==> src/tsgr_pkg.sv <==
// ----------------------------------------------------------------------------
// tsgr_pkg
// Shared types, codes and defaults of the text screen glyph renderer.
// ----------------------------------------------------------------------------
package tsgr_pkg;

	// default sizes
	localparam int SCREEN_BYTES_DEF  = 16384;
	localparam int FONT_BYTES_DEF    = 4096;
	localparam int BORDER_OFFSET_DEF = 10;

	// field widths
	localparam int OPCODE_W = 2;
	localparam int OFFSET_W = 14;
	localparam int FADDR_W  = 12;
	localparam int DATA_W   = 8;
	localparam int KIND_W   = 2;
	localparam int PIX_W    = 11;
	localparam int CFGIDX_W = 2;
	localparam int CFGDAT_W = 8;

	// register widths
	localparam int HEIGHT_W = 5;
	localparam int ROWS_W   = 7;
	localparam int COLS_W   = 8;
	localparam int CELLS_W  = 15;
	localparam int GADDR_W  = 13;

	// register index codes
	localparam logic [CFGIDX_W-1:0] REG_CHAR_HEIGHT = 2'd0;
	localparam logic [CFGIDX_W-1:0] REG_SCREEN_ROWS = 2'd1;
	localparam logic [CFGIDX_W-1:0] REG_SCREEN_COLS = 2'd2;

	// register limits and reset values
	localparam logic [HEIGHT_W-1:0] HEIGHT_MIN = 5'd8;
	localparam logic [HEIGHT_W-1:0] HEIGHT_MAX = 5'd16;
	localparam logic [ROWS_W-1:0]   ROWS_MIN   = 7'd15;
	localparam logic [ROWS_W-1:0]   ROWS_MAX   = 7'd75;
	localparam logic [ROWS_W-1:0]   ROWS_RST   = 7'd25;
	localparam logic [COLS_W-1:0]   COLS_MIN   = 8'd32;
	localparam logic [COLS_W-1:0]   COLS_MAX   = 8'd132;
	localparam logic [COLS_W-1:0]   COLS_RST   = 8'd80;

	// opcodes
	localparam logic [OPCODE_W-1:0] OP_READ  = 2'd0;
	localparam logic [OPCODE_W-1:0] OP_WRITE = 2'd1;
	localparam logic [OPCODE_W-1:0] OP_FONT  = 2'd2;

	// result kinds
	localparam logic [KIND_W-1:0] KIND_READ  = 2'd0;
	localparam logic [KIND_W-1:0] KIND_ROW   = 2'd1;
	localparam logic [KIND_W-1:0] KIND_ERROR = 2'd2;

	localparam logic [DATA_W-1:0] SPACE_CODE = 8'h20;
	localparam logic [DATA_W-1:0] ERROR_CODE = 8'hFF;

	// controller to datapath
	typedef struct packed {
		logic clear_step;
		logic load;
		logic font_write;
		logic size;
		logic scr_read;
		logic scr_write;
		logic emit_error;
		logic emit_read;
		logic div_step;
		logic scale;
		logic rows;
	} dp_cmd_t;

	// datapath to controller
	typedef struct packed {
		logic clear_last;
		logic in_range;
		logic div_last;
		logic rows_done;
	} dp_stat_t;

endpackage

==> src/tsgr_ctrl.sv <==
// ----------------------------------------------------------------------------
// tsgr_ctrl
// Sequencer: screen clear, request decode, divide, glyph row emission.
// ----------------------------------------------------------------------------
module tsgr_ctrl (
	input  logic                             clk,
	input  logic                             arst_n,
	input  logic                             start,
	input  logic [tsgr_pkg::OPCODE_W-1:0]    opcode,
	input  tsgr_pkg::dp_stat_t               stat,
	output tsgr_pkg::dp_cmd_t                cmd,
	output logic                             busy
);

	typedef enum logic [7:0] {
		ST_CLEAR  = 8'b0000_0001,
		ST_IDLE   = 8'b0000_0010,
		ST_SIZE   = 8'b0000_0100,
		ST_CHECK  = 8'b0000_1000,
		ST_READ   = 8'b0001_0000,
		ST_DIVIDE = 8'b0010_0000,
		ST_SCALE  = 8'b0100_0000,
		ST_ROWS   = 8'b1000_0000
	} state_t;

	state_t                          state_q, state_d;
	logic [tsgr_pkg::OPCODE_W-1:0]   op_q;
	logic                            accept;

	assign busy   = (state_q != ST_IDLE);
	assign accept = start && (state_q == ST_IDLE);

	always_ff @(posedge clk or negedge arst_n) begin
		if (!arst_n) begin
			state_q <= ST_CLEAR;
			op_q    <= tsgr_pkg::OP_READ;
		end else begin
			state_q <= state_d;
			if (accept) begin
				op_q <= opcode;
			end
		end
	end

	always_comb begin
		cmd     = '0;
		state_d = state_q;
		unique case (state_q)
			ST_CLEAR: begin
				cmd.clear_step = 1'b1;
				if (stat.clear_last) begin
					state_d = ST_IDLE;
				end
			end
			ST_IDLE: begin
				if (start) begin
					cmd.load       = 1'b1;
					cmd.font_write = (opcode == tsgr_pkg::OP_FONT);
					if (opcode == tsgr_pkg::OP_READ || opcode == tsgr_pkg::OP_WRITE) begin
						state_d = ST_SIZE;
					end
				end
			end
			ST_SIZE: begin
				cmd.size = 1'b1;
				state_d  = ST_CHECK;
			end
			ST_CHECK: begin
				if (!stat.in_range) begin
					cmd.emit_error = 1'b1;
					state_d        = ST_IDLE;
				end else if (op_q == tsgr_pkg::OP_WRITE) begin
					cmd.scr_write = 1'b1;
					state_d       = ST_DIVIDE;
				end else begin
					cmd.scr_read = 1'b1;
					state_d      = ST_READ;
				end
			end
			ST_READ: begin
				cmd.emit_read = 1'b1;
				state_d       = ST_IDLE;
			end
			ST_DIVIDE: begin
				cmd.div_step = 1'b1;
				if (stat.div_last) begin
					state_d = ST_SCALE;
				end
			end
			ST_SCALE: begin
				cmd.scale = 1'b1;
				state_d   = ST_ROWS;
			end
			ST_ROWS: begin
				cmd.rows = 1'b1;
				if (stat.rows_done) begin
					state_d = ST_IDLE;
				end
			end
			default: begin
				state_d = ST_IDLE;
			end
		endcase
	end

endmodule

==> config.mk <==
export PLATFORM = sky130hd
export DESIGN_NAME = tsgr_ctrl
export DESIGN_NICKNAME = d
export VERILOG_FILES = /design/src/tsgr_pkg.sv /design/src/tsgr_ctrl.sv
export SDC_FILE = /design/constraint.sdc
export NUM_CORES = 1
export LEC_CHECK = 0
export BUFFER_PORTS_ARGS = -buffer_cell sky130_fd_sc_hd__buf_2
export CAP_MARGIN = 15
export CORE_ASPECT_RATIO = 1.25
export CORE_UTILIZATION = 30
export DETAILED_ROUTE_END_ITERATION = 8
export SYNTH_ARGS = -nofsm -noshare
export SYNTH_HDL_FRONTEND = slang
export SYNTH_SLANG_ARGS = --single-unit
export TNS_END_PERCENT = 30
==> constraint.sdc <==
create_clock -name clk -period 2 [get_ports clk]
set_clock_uncertainty 0.2 [all_clocks]
set_input_delay 0.3 -clock clk [delete_from_list [all_inputs] [get_ports clk]]
set_output_delay 0.3 -clock clk [all_outputs]
set_load 0.02 [all_outputs]
==> summary.txt, run 1 <==
Floorplanning
  – Vertical extent of the die: 53.5 µm
  – Std-Cell Core Area: 0.00198 mm²
  – Chip Width: 43.2 µm
  – Number of top-level pins: 21
  – Area of the die: 0.00231 mm²
  – Starting density of the core: 0.321
  – Rows: 18

Global routing
  – Overflow left after global routing: 0
  – Initial antenna violation count: 0
  – Maximum number of pins on one net before global-route repair: 11
  – First-pass GRT wire length: 2970 µm
  – Overall track demand over capacity in global routing: 0.172
  – Number of global-route vias before repair: 724

Clocking
  – Clock tree root buffer cell: sky130_fd_sc_hd__clkbuf_4
  – TritonCTS clock tree: done
  – Reg clk slew, reported paths: 0.06 ns
  – Sink count of the clock tree: 10
  – CTS H-tree depth: 1
  – TritonCTS buffer count: 3
  – Clock insertion delay at the later pin of the skew report: 0.26 ns
  – Maximum buffer depth of the clock tree: 2

Power and ir drop
  – Post-route total power: 1020 µW
  – Proportion of power drawn by combinational gates: 0.546
  – Leak: 0.000585 µW
  – Max rail drop VDD: 621 µV
  – Fraction of power consumed by sequential logic: 0.278
  – Power per unit of standard cell area: 871 mW/mm²
  – Sw power: 356 µW
  – Cell internal pwr: 662 µW
  – Clock network power share: 0.176
  – Sw Share: 0.350

Placement
  – Hpwl dp: 1260 µm
  – Number of buffer cells added on primary ports: 20
  – Final weighted congestion in routability-driven placement: 0.854
  – Worst Setup Slack post-DPL: -0.0636 ns

Synth
  – Sequential share of the synthesized area: 0.396
  – Warnings from Yosys: 0
  – Post-synthesis instance area: 636 µm²
  – Net Count, Synth: 73
  – Unique masters post-synth: 34
  – Synth Register Bits: 10
  – Post-synthesis async set-or-reset flop share: 1.00
  – Gate count after technology mapping: 64
  – Mean cell area of the mapped netlist: 9.93 µm²
  – Count of flip-flops with a built-in enable after synthesis: 0
  – Most used DFF post-synth: sky130_fd_sc_hd__dfrtp_1

Detailed routing
  – Overall via count from detail_route: 682
  – Per-cell via count in the routed design: 5.05
  – Number of iterations in the first detailed-routing pass: 4
  – Residual DRC: 0
  – DRT antenna net count: 0
  – WL/cell: 13.0 µm
  – Initial DRC count: 5
  – Routed WL: 1760 µm

Worst setup path
  – Worst reg2reg path startpoint: state_q[2]
  – Category of the worst setup path capture point: primary output
  – Largest fanout on the critical path: 5
  – Data arrival time of the worst path: 1.80 ns
  – Kind of critical path: flop to primary output
  – Kind of launch point of the worst setup path: flop
  – Crit. Startpoint: state_q[0]
  – Data required time at the worst endpoint: 1.50 ns

Timing
  – Unrepaired setup endpoints after global routing: yes
  – Final period util: 1.15
  – Peak Freq: 0.436 GHz
  – Max-Slew Margin vs Limit: 0.792
  – Number of setup violations in the final report: 12
  – Slack of the critical path: -0.296 ns
  – Hold violation count in the final report: 0
  – Total count of max-transition violations in the final report: 0
  – Min Clock Period, post-route: 2.30 ns
  – Slew of the pin with the lowest slew margin: 0.310 ns

Finish
  – Synth-to-Final Area Change: 83.9%
  – FF+latch area: 253 µm²
  – Antenna diode instance count: 0
  – Area of combinational cells with multiple inputs: 424 µm²
  – Most frequent standard cell in the layout excluding fill and tap cells: sky130_fd_sc_hd__buf_4
  – Number of nets in the layout: 125
  – Layout cells sized above 1: 0.696
  – Fill cell total of the finished layout: 178
  – Top library cells by usage in the layout, fill and taps aside: 30 x sky130_fd_sc_hd__buf_4, 10 x sky130_fd_sc_hd__buf_2, 9 x sky130_fd_sc_hd__buf_6

Status
  – Outcome: finished with violations
  – Failing checks: negative setup slack

Job
  – Number of violations of the max-capacitance limit: 0

Min path
  – Worst hold path class: primary input to flop
  – Min-Delay Startpoint: opcode[1]
## power groups by stage
stage / Combinational [µW] / Clock (µW) / Sequential, µW
final: 556 / 179 / 283
after global routing: 592 / 194 / 290
after CTS: 498 / 183 / 280
after detailed placement: 417 / 0 / 282
after global placement: 413 / 0 / 281
after floorplan: 258 / 0 / 286
## per-stage QoR
stage | utilization | instances | hold WS [ns] | cell area (µm²) | setup TNS (ns)
global placement | 0.470 | 122 | -0.0234 | 931 | -0.185
CTS | 0.548 | 130 | 0.0296 | 1090 | -2.37
global route | 0.590 | 135 | 0.0335 | 1170 | -3.78
finish | 0.590 | 135 | 0.0290 | 1170 | -2.69
detailed placement | 0.470 | 122 | -0.0263 | 931 | -0.217
floorplan | - | 64 | -0.196 | 668 | -0.518
## cell families (layout without fill, tap and decap cells)
logic type	after synthesis	in the layout	share of synthesized area
mux	2	2	0.0472
simple gates	28	28	0.335
compound gates	10	10	0.112
buf+inv	13	64	0.0964
flops	10	10	0.396
xor+xnor	1	1	0.0138
## Yosys cell counts, drive strengths merged (2+ instances only)
cell type  instances  area, µm²
a21oi              3       15.0
mux2               2       30.0
or3b               2       17.5
inv                9       33.8
nor4               5       52.6
nand4b             3       41.3
buf                3       23.8
nor2               6       22.5
nor3               2       10.0
or2                3       18.8
dfrtp              9        225
## final cells by class
| type | count | area share |
|---|---|---|
| clock buffer | 4 | 0.0310 |
| timing repair buffer | 51 | 0.339 |
| inverter | 9 | 0.0289 |
| sequential | 10 | 0.216 |
| multi-input combinational | 41 | 0.363 |
| tap | 20 | 0.0214 |
## critical path: stages (launching register included)
cell and delay, ns:
sky130_fd_sc_hd__dfstp_2 0.37, sky130_fd_sc_hd__or4_4 0.55, sky130_fd_sc_hd__buf_6 0.16, sky130_fd_sc_hd__nor4_4 0.27, sky130_fd_sc_hd__buf_4 0.19
## worst paths after layout
path / end / slack, ns / cells past startpoint
setup reg to reg: state_q[1] / -0.04 / 8
max in group asynchronous: state_q[0] / 1.12 / 2
min in group asynchronous: state_q[2] / 0.22 / 2
setup / recovery: cmd[4] / -0.30 / 4
hold / removal: state_q[2] / 0.03 / 2
hold reg to reg: state_q[4] / 0.33 / 1
## per-layer routing
metal | vias up | GRT usage | share of wire
met2 | 20 | 0.318 | 0.53
met1 | 328 | 0.188 | 0.41
met3 | 4 | 0.0137 | 0.032
met5 | - | 0 | 0
met4 | 0 | 0.101 | 0.026
li1 | 330 | - | -
## state kept, by name, indices dropped and copies added, names as in the netlist
name	cells
op_q	2
state_q	8
## what timing repair did
item / CTS / global route
setup buffers: 2 / 5
pin swaps: 3 / 9
hold endpoints to repair: 11 / 0
setup endpoints to repair: 13 / 15
resized for setup: 24 / 12
hold buffers: 2 / 0
No activity file was read; power rests on OpenSTA's default activity.
==> inputs of run 2 (changes only) <==
--- a/config.mk
+++ b/config.mk
@@ -10,6 +10,7 @@
 export CORE_ASPECT_RATIO = 1.25
 export CORE_UTILIZATION = 30
 export DETAILED_ROUTE_END_ITERATION = 8
+export PLACE_DENSITY = 0.65
 export SYNTH_ARGS = -nofsm -noshare
 export SYNTH_HDL_FRONTEND = slang
 export SYNTH_SLANG_ARGS = --single-unit
==> summary.txt, run 2 (same netlist as run 1, synthesis figures left out) <==
Worst setup path
  – Number of cells traversed by the worst register-to-register path: 5
  – Data arrival time of the worst path: 1.79 ns
  – Largest fanout on the critical path: 3
  – Crit. Startpoint: state_q[0]
  – Data required time at the worst endpoint: 1.50 ns
  – R2r setup slk: 0.03 ns
  – Worst reg2reg path startpoint: state_q[0]
  – Kind of critical path: flop to primary output
  – Capturing point of the worst reg2reg path: state_q[1]
  – Category of the worst setup path capture point: primary output
  – Kind of launch point of the worst setup path: flop

Detailed routing
  – Per-cell via count in the routed design: 5.16
  – Initial DRC count: 13
  – Routed WL: 1790 µm
  – Residual DRC: 0
  – Overall via count from detail_route: 655
  – Number of iterations in the first detailed-routing pass: 4
  – DRT antenna net count: 0
  – WL/cell: 14.1 µm

Clocking
  – Clock insertion delay at the later pin of the skew report: 0.27 ns
  – Clock tree root buffer cell: sky130_fd_sc_hd__clkbuf_4
  – TritonCTS clock tree: done
  – Maximum buffer depth of the clock tree: 2
  – Sink count of the clock tree: 10
  – CTS H-tree depth: 1
  – Reg clk slew, reported paths: 0.07 ns
  – TritonCTS buffer count: 3

Finish
  – Top library cells by usage in the layout, fill and taps aside: 25 x sky130_fd_sc_hd__buf_4, 10 x sky130_fd_sc_hd__buf_2, 9 x sky130_fd_sc_hd__dfrtp_1
  – Antenna diode instance count: 0
  – Largest registers in the final layout: state_q (8), op_q (2)
  – Synth-to-Final Area Change: 69.3%
  – Biggest register: state_q
  – Number of nets in the layout: 117
  – Max FFs per register: 8
  – Layout cells sized above 1: 0.626
  – Final design area excluding fillers: 0.00108 mm²
  – Most frequent standard cell in the layout excluding fill and tap cells: sky130_fd_sc_hd__buf_4
  – Fill cell total of the finished layout: 183

Timing
  – Number of setup violations in the final report: 11
  – Hold violation count in the final report: 0
  – Slew of the pin with the lowest slew margin: 0.318 ns
  – Peak Freq: 0.437 GHz
  – Total count of max-transition violations in the final report: 0
  – Final period util: 1.14
  – Min Clock Period, post-route: 2.29 ns
  – Worst hold slack after final layout: 0.0214 ns
  – Slack of the critical path: -0.289 ns
  – Max-Slew Margin vs Limit: 0.787
  – Unrepaired setup endpoints after global routing: yes

Power and ir drop
  – Power per unit of standard cell area: 896 mW/mm²
  – Leak: 0.000545 µW
  – Post-route total power: 964 µW
  – Max rail drop VDD: 588 µV

Placement
  – Hpwl dp: 1320 µm
  – Number of buffer cells added on primary ports: 20
  – Placed standard-cell area: 901 µm²
  – Final weighted congestion in routability-driven placement: 0.892
  – Worst Setup Slack post-DPL: -0.125 ns

Min path
  – Min-Delay Startpoint: opcode[1]
  – Worst hold path stage count: 2
  – Worst hold path class: primary input to flop
  – Worst min-delay path endpoint: state_q[2]

Status
  – Failing checks: negative setup slack
  – Outcome: finished with violations

Global routing
  – Overflow left after global routing: 0
  – Maximum number of pins on one net before global-route repair: 11
  – Overall track demand over capacity in global routing: 0.173
  – Number of global-route vias before repair: 658
  – Initial antenna violation count: 0
  – First-pass GRT wire length: 2840 µm

Floorplanning
  – Vertical extent of the die: 53.5 µm
  – Area of the die: 0.00231 mm²
  – Number of top-level pins: 21
  – Chip Width: 43.2 µm
  – Starting density of the core: 0.321
  – Std-Cell Core Area: 0.00198 mm²
  – Rows: 18

Job
  – Number of violations of the max-capacitance limit: 0
==> run 2: changes by cell type in the layout (fill, tap and decap cells not counted), sizes merged <==
cell,delta
buf,-8
==> run 2: area by class of cell <==
class | count | area, µm² | share of cell area
repair buffers | 43 | 325 | 0.302
well taps | 20 | 25.0 | 0.0233
flip-flops and latches | 10 | 251 | 0.234
clock buffers | 4 | 36.3 | 0.0337
inverters | 9 | 33.8 | 0.0314
multi-input cells | 41 | 404 | 0.376
==> run 2: how the worst max path moves through the flow <==
| stage | to | cells after the start |
|---|---|---|
| 2_1_floorplan | cmd[8] | 5 |
| 5_1_grt | cmd[4] | 4 |
| 3_5_place_dp | cmd[8] | 5 |
| 6_report | cmd[6] | 5 |
| 3_3_place_gp | cmd[8] | 5 |
| 4_1_cts | cmd[9] | 6 |
==> run 2: through the flow <==
| step | TNS (ns) | instances | util |
|---|---|---|---|
| after floorplan | -0.518 | 64 | - |
| after global placement | -0.415 | 118 | 0.455 |
| after detailed placement | -0.533 | 118 | 0.455 |
| after CTS | -2.78 | 127 | 0.540 |
| after global routing | -3.47 | 127 | 0.543 |
| final | -2.59 | 127 | 0.543 |
==> run 2: metal layers <==
layer  wire [µm]  track usage
met1         716        0.181
met2         952        0.318
met3          51       0.0102
met4          65        0.131
met5           0            0
==> run 2: what timing repair did <==
item / CTS / global route
hold buffers: 2 / 0
pin swaps: 8 / 1
setup buffers: 3 / 0
setup endpoints to repair: 14 / 13
hold endpoints to repair: 11 / 0
resized for setup: 25 / 2
gates cloned: 0 / 0
==> run 2: where the power goes <==
| group | switching (µW) | internal [µW] | total [µW] | leakage [µW] |
|---|---|---|---|---|
| Sequential | 41.2 | 240 | 281 | 0.000128 |
| Combinational | 228 | 270 | 498 | 0.000397 |
| Clock | 74.3 | 111 | 185 | 0.0000210 |
==> run 2: worst max-delay path: stages (launching register included) <==
cell                      delay (ns)
sky130_fd_sc_hd__dfstp_2        0.38
sky130_fd_sc_hd__or4_4          0.55
sky130_fd_sc_hd__nor3_4         0.21
sky130_fd_sc_hd__nand2_2        0.10
sky130_fd_sc_hd__a21oi_2        0.13
sky130_fd_sc_hd__buf_4          0.15
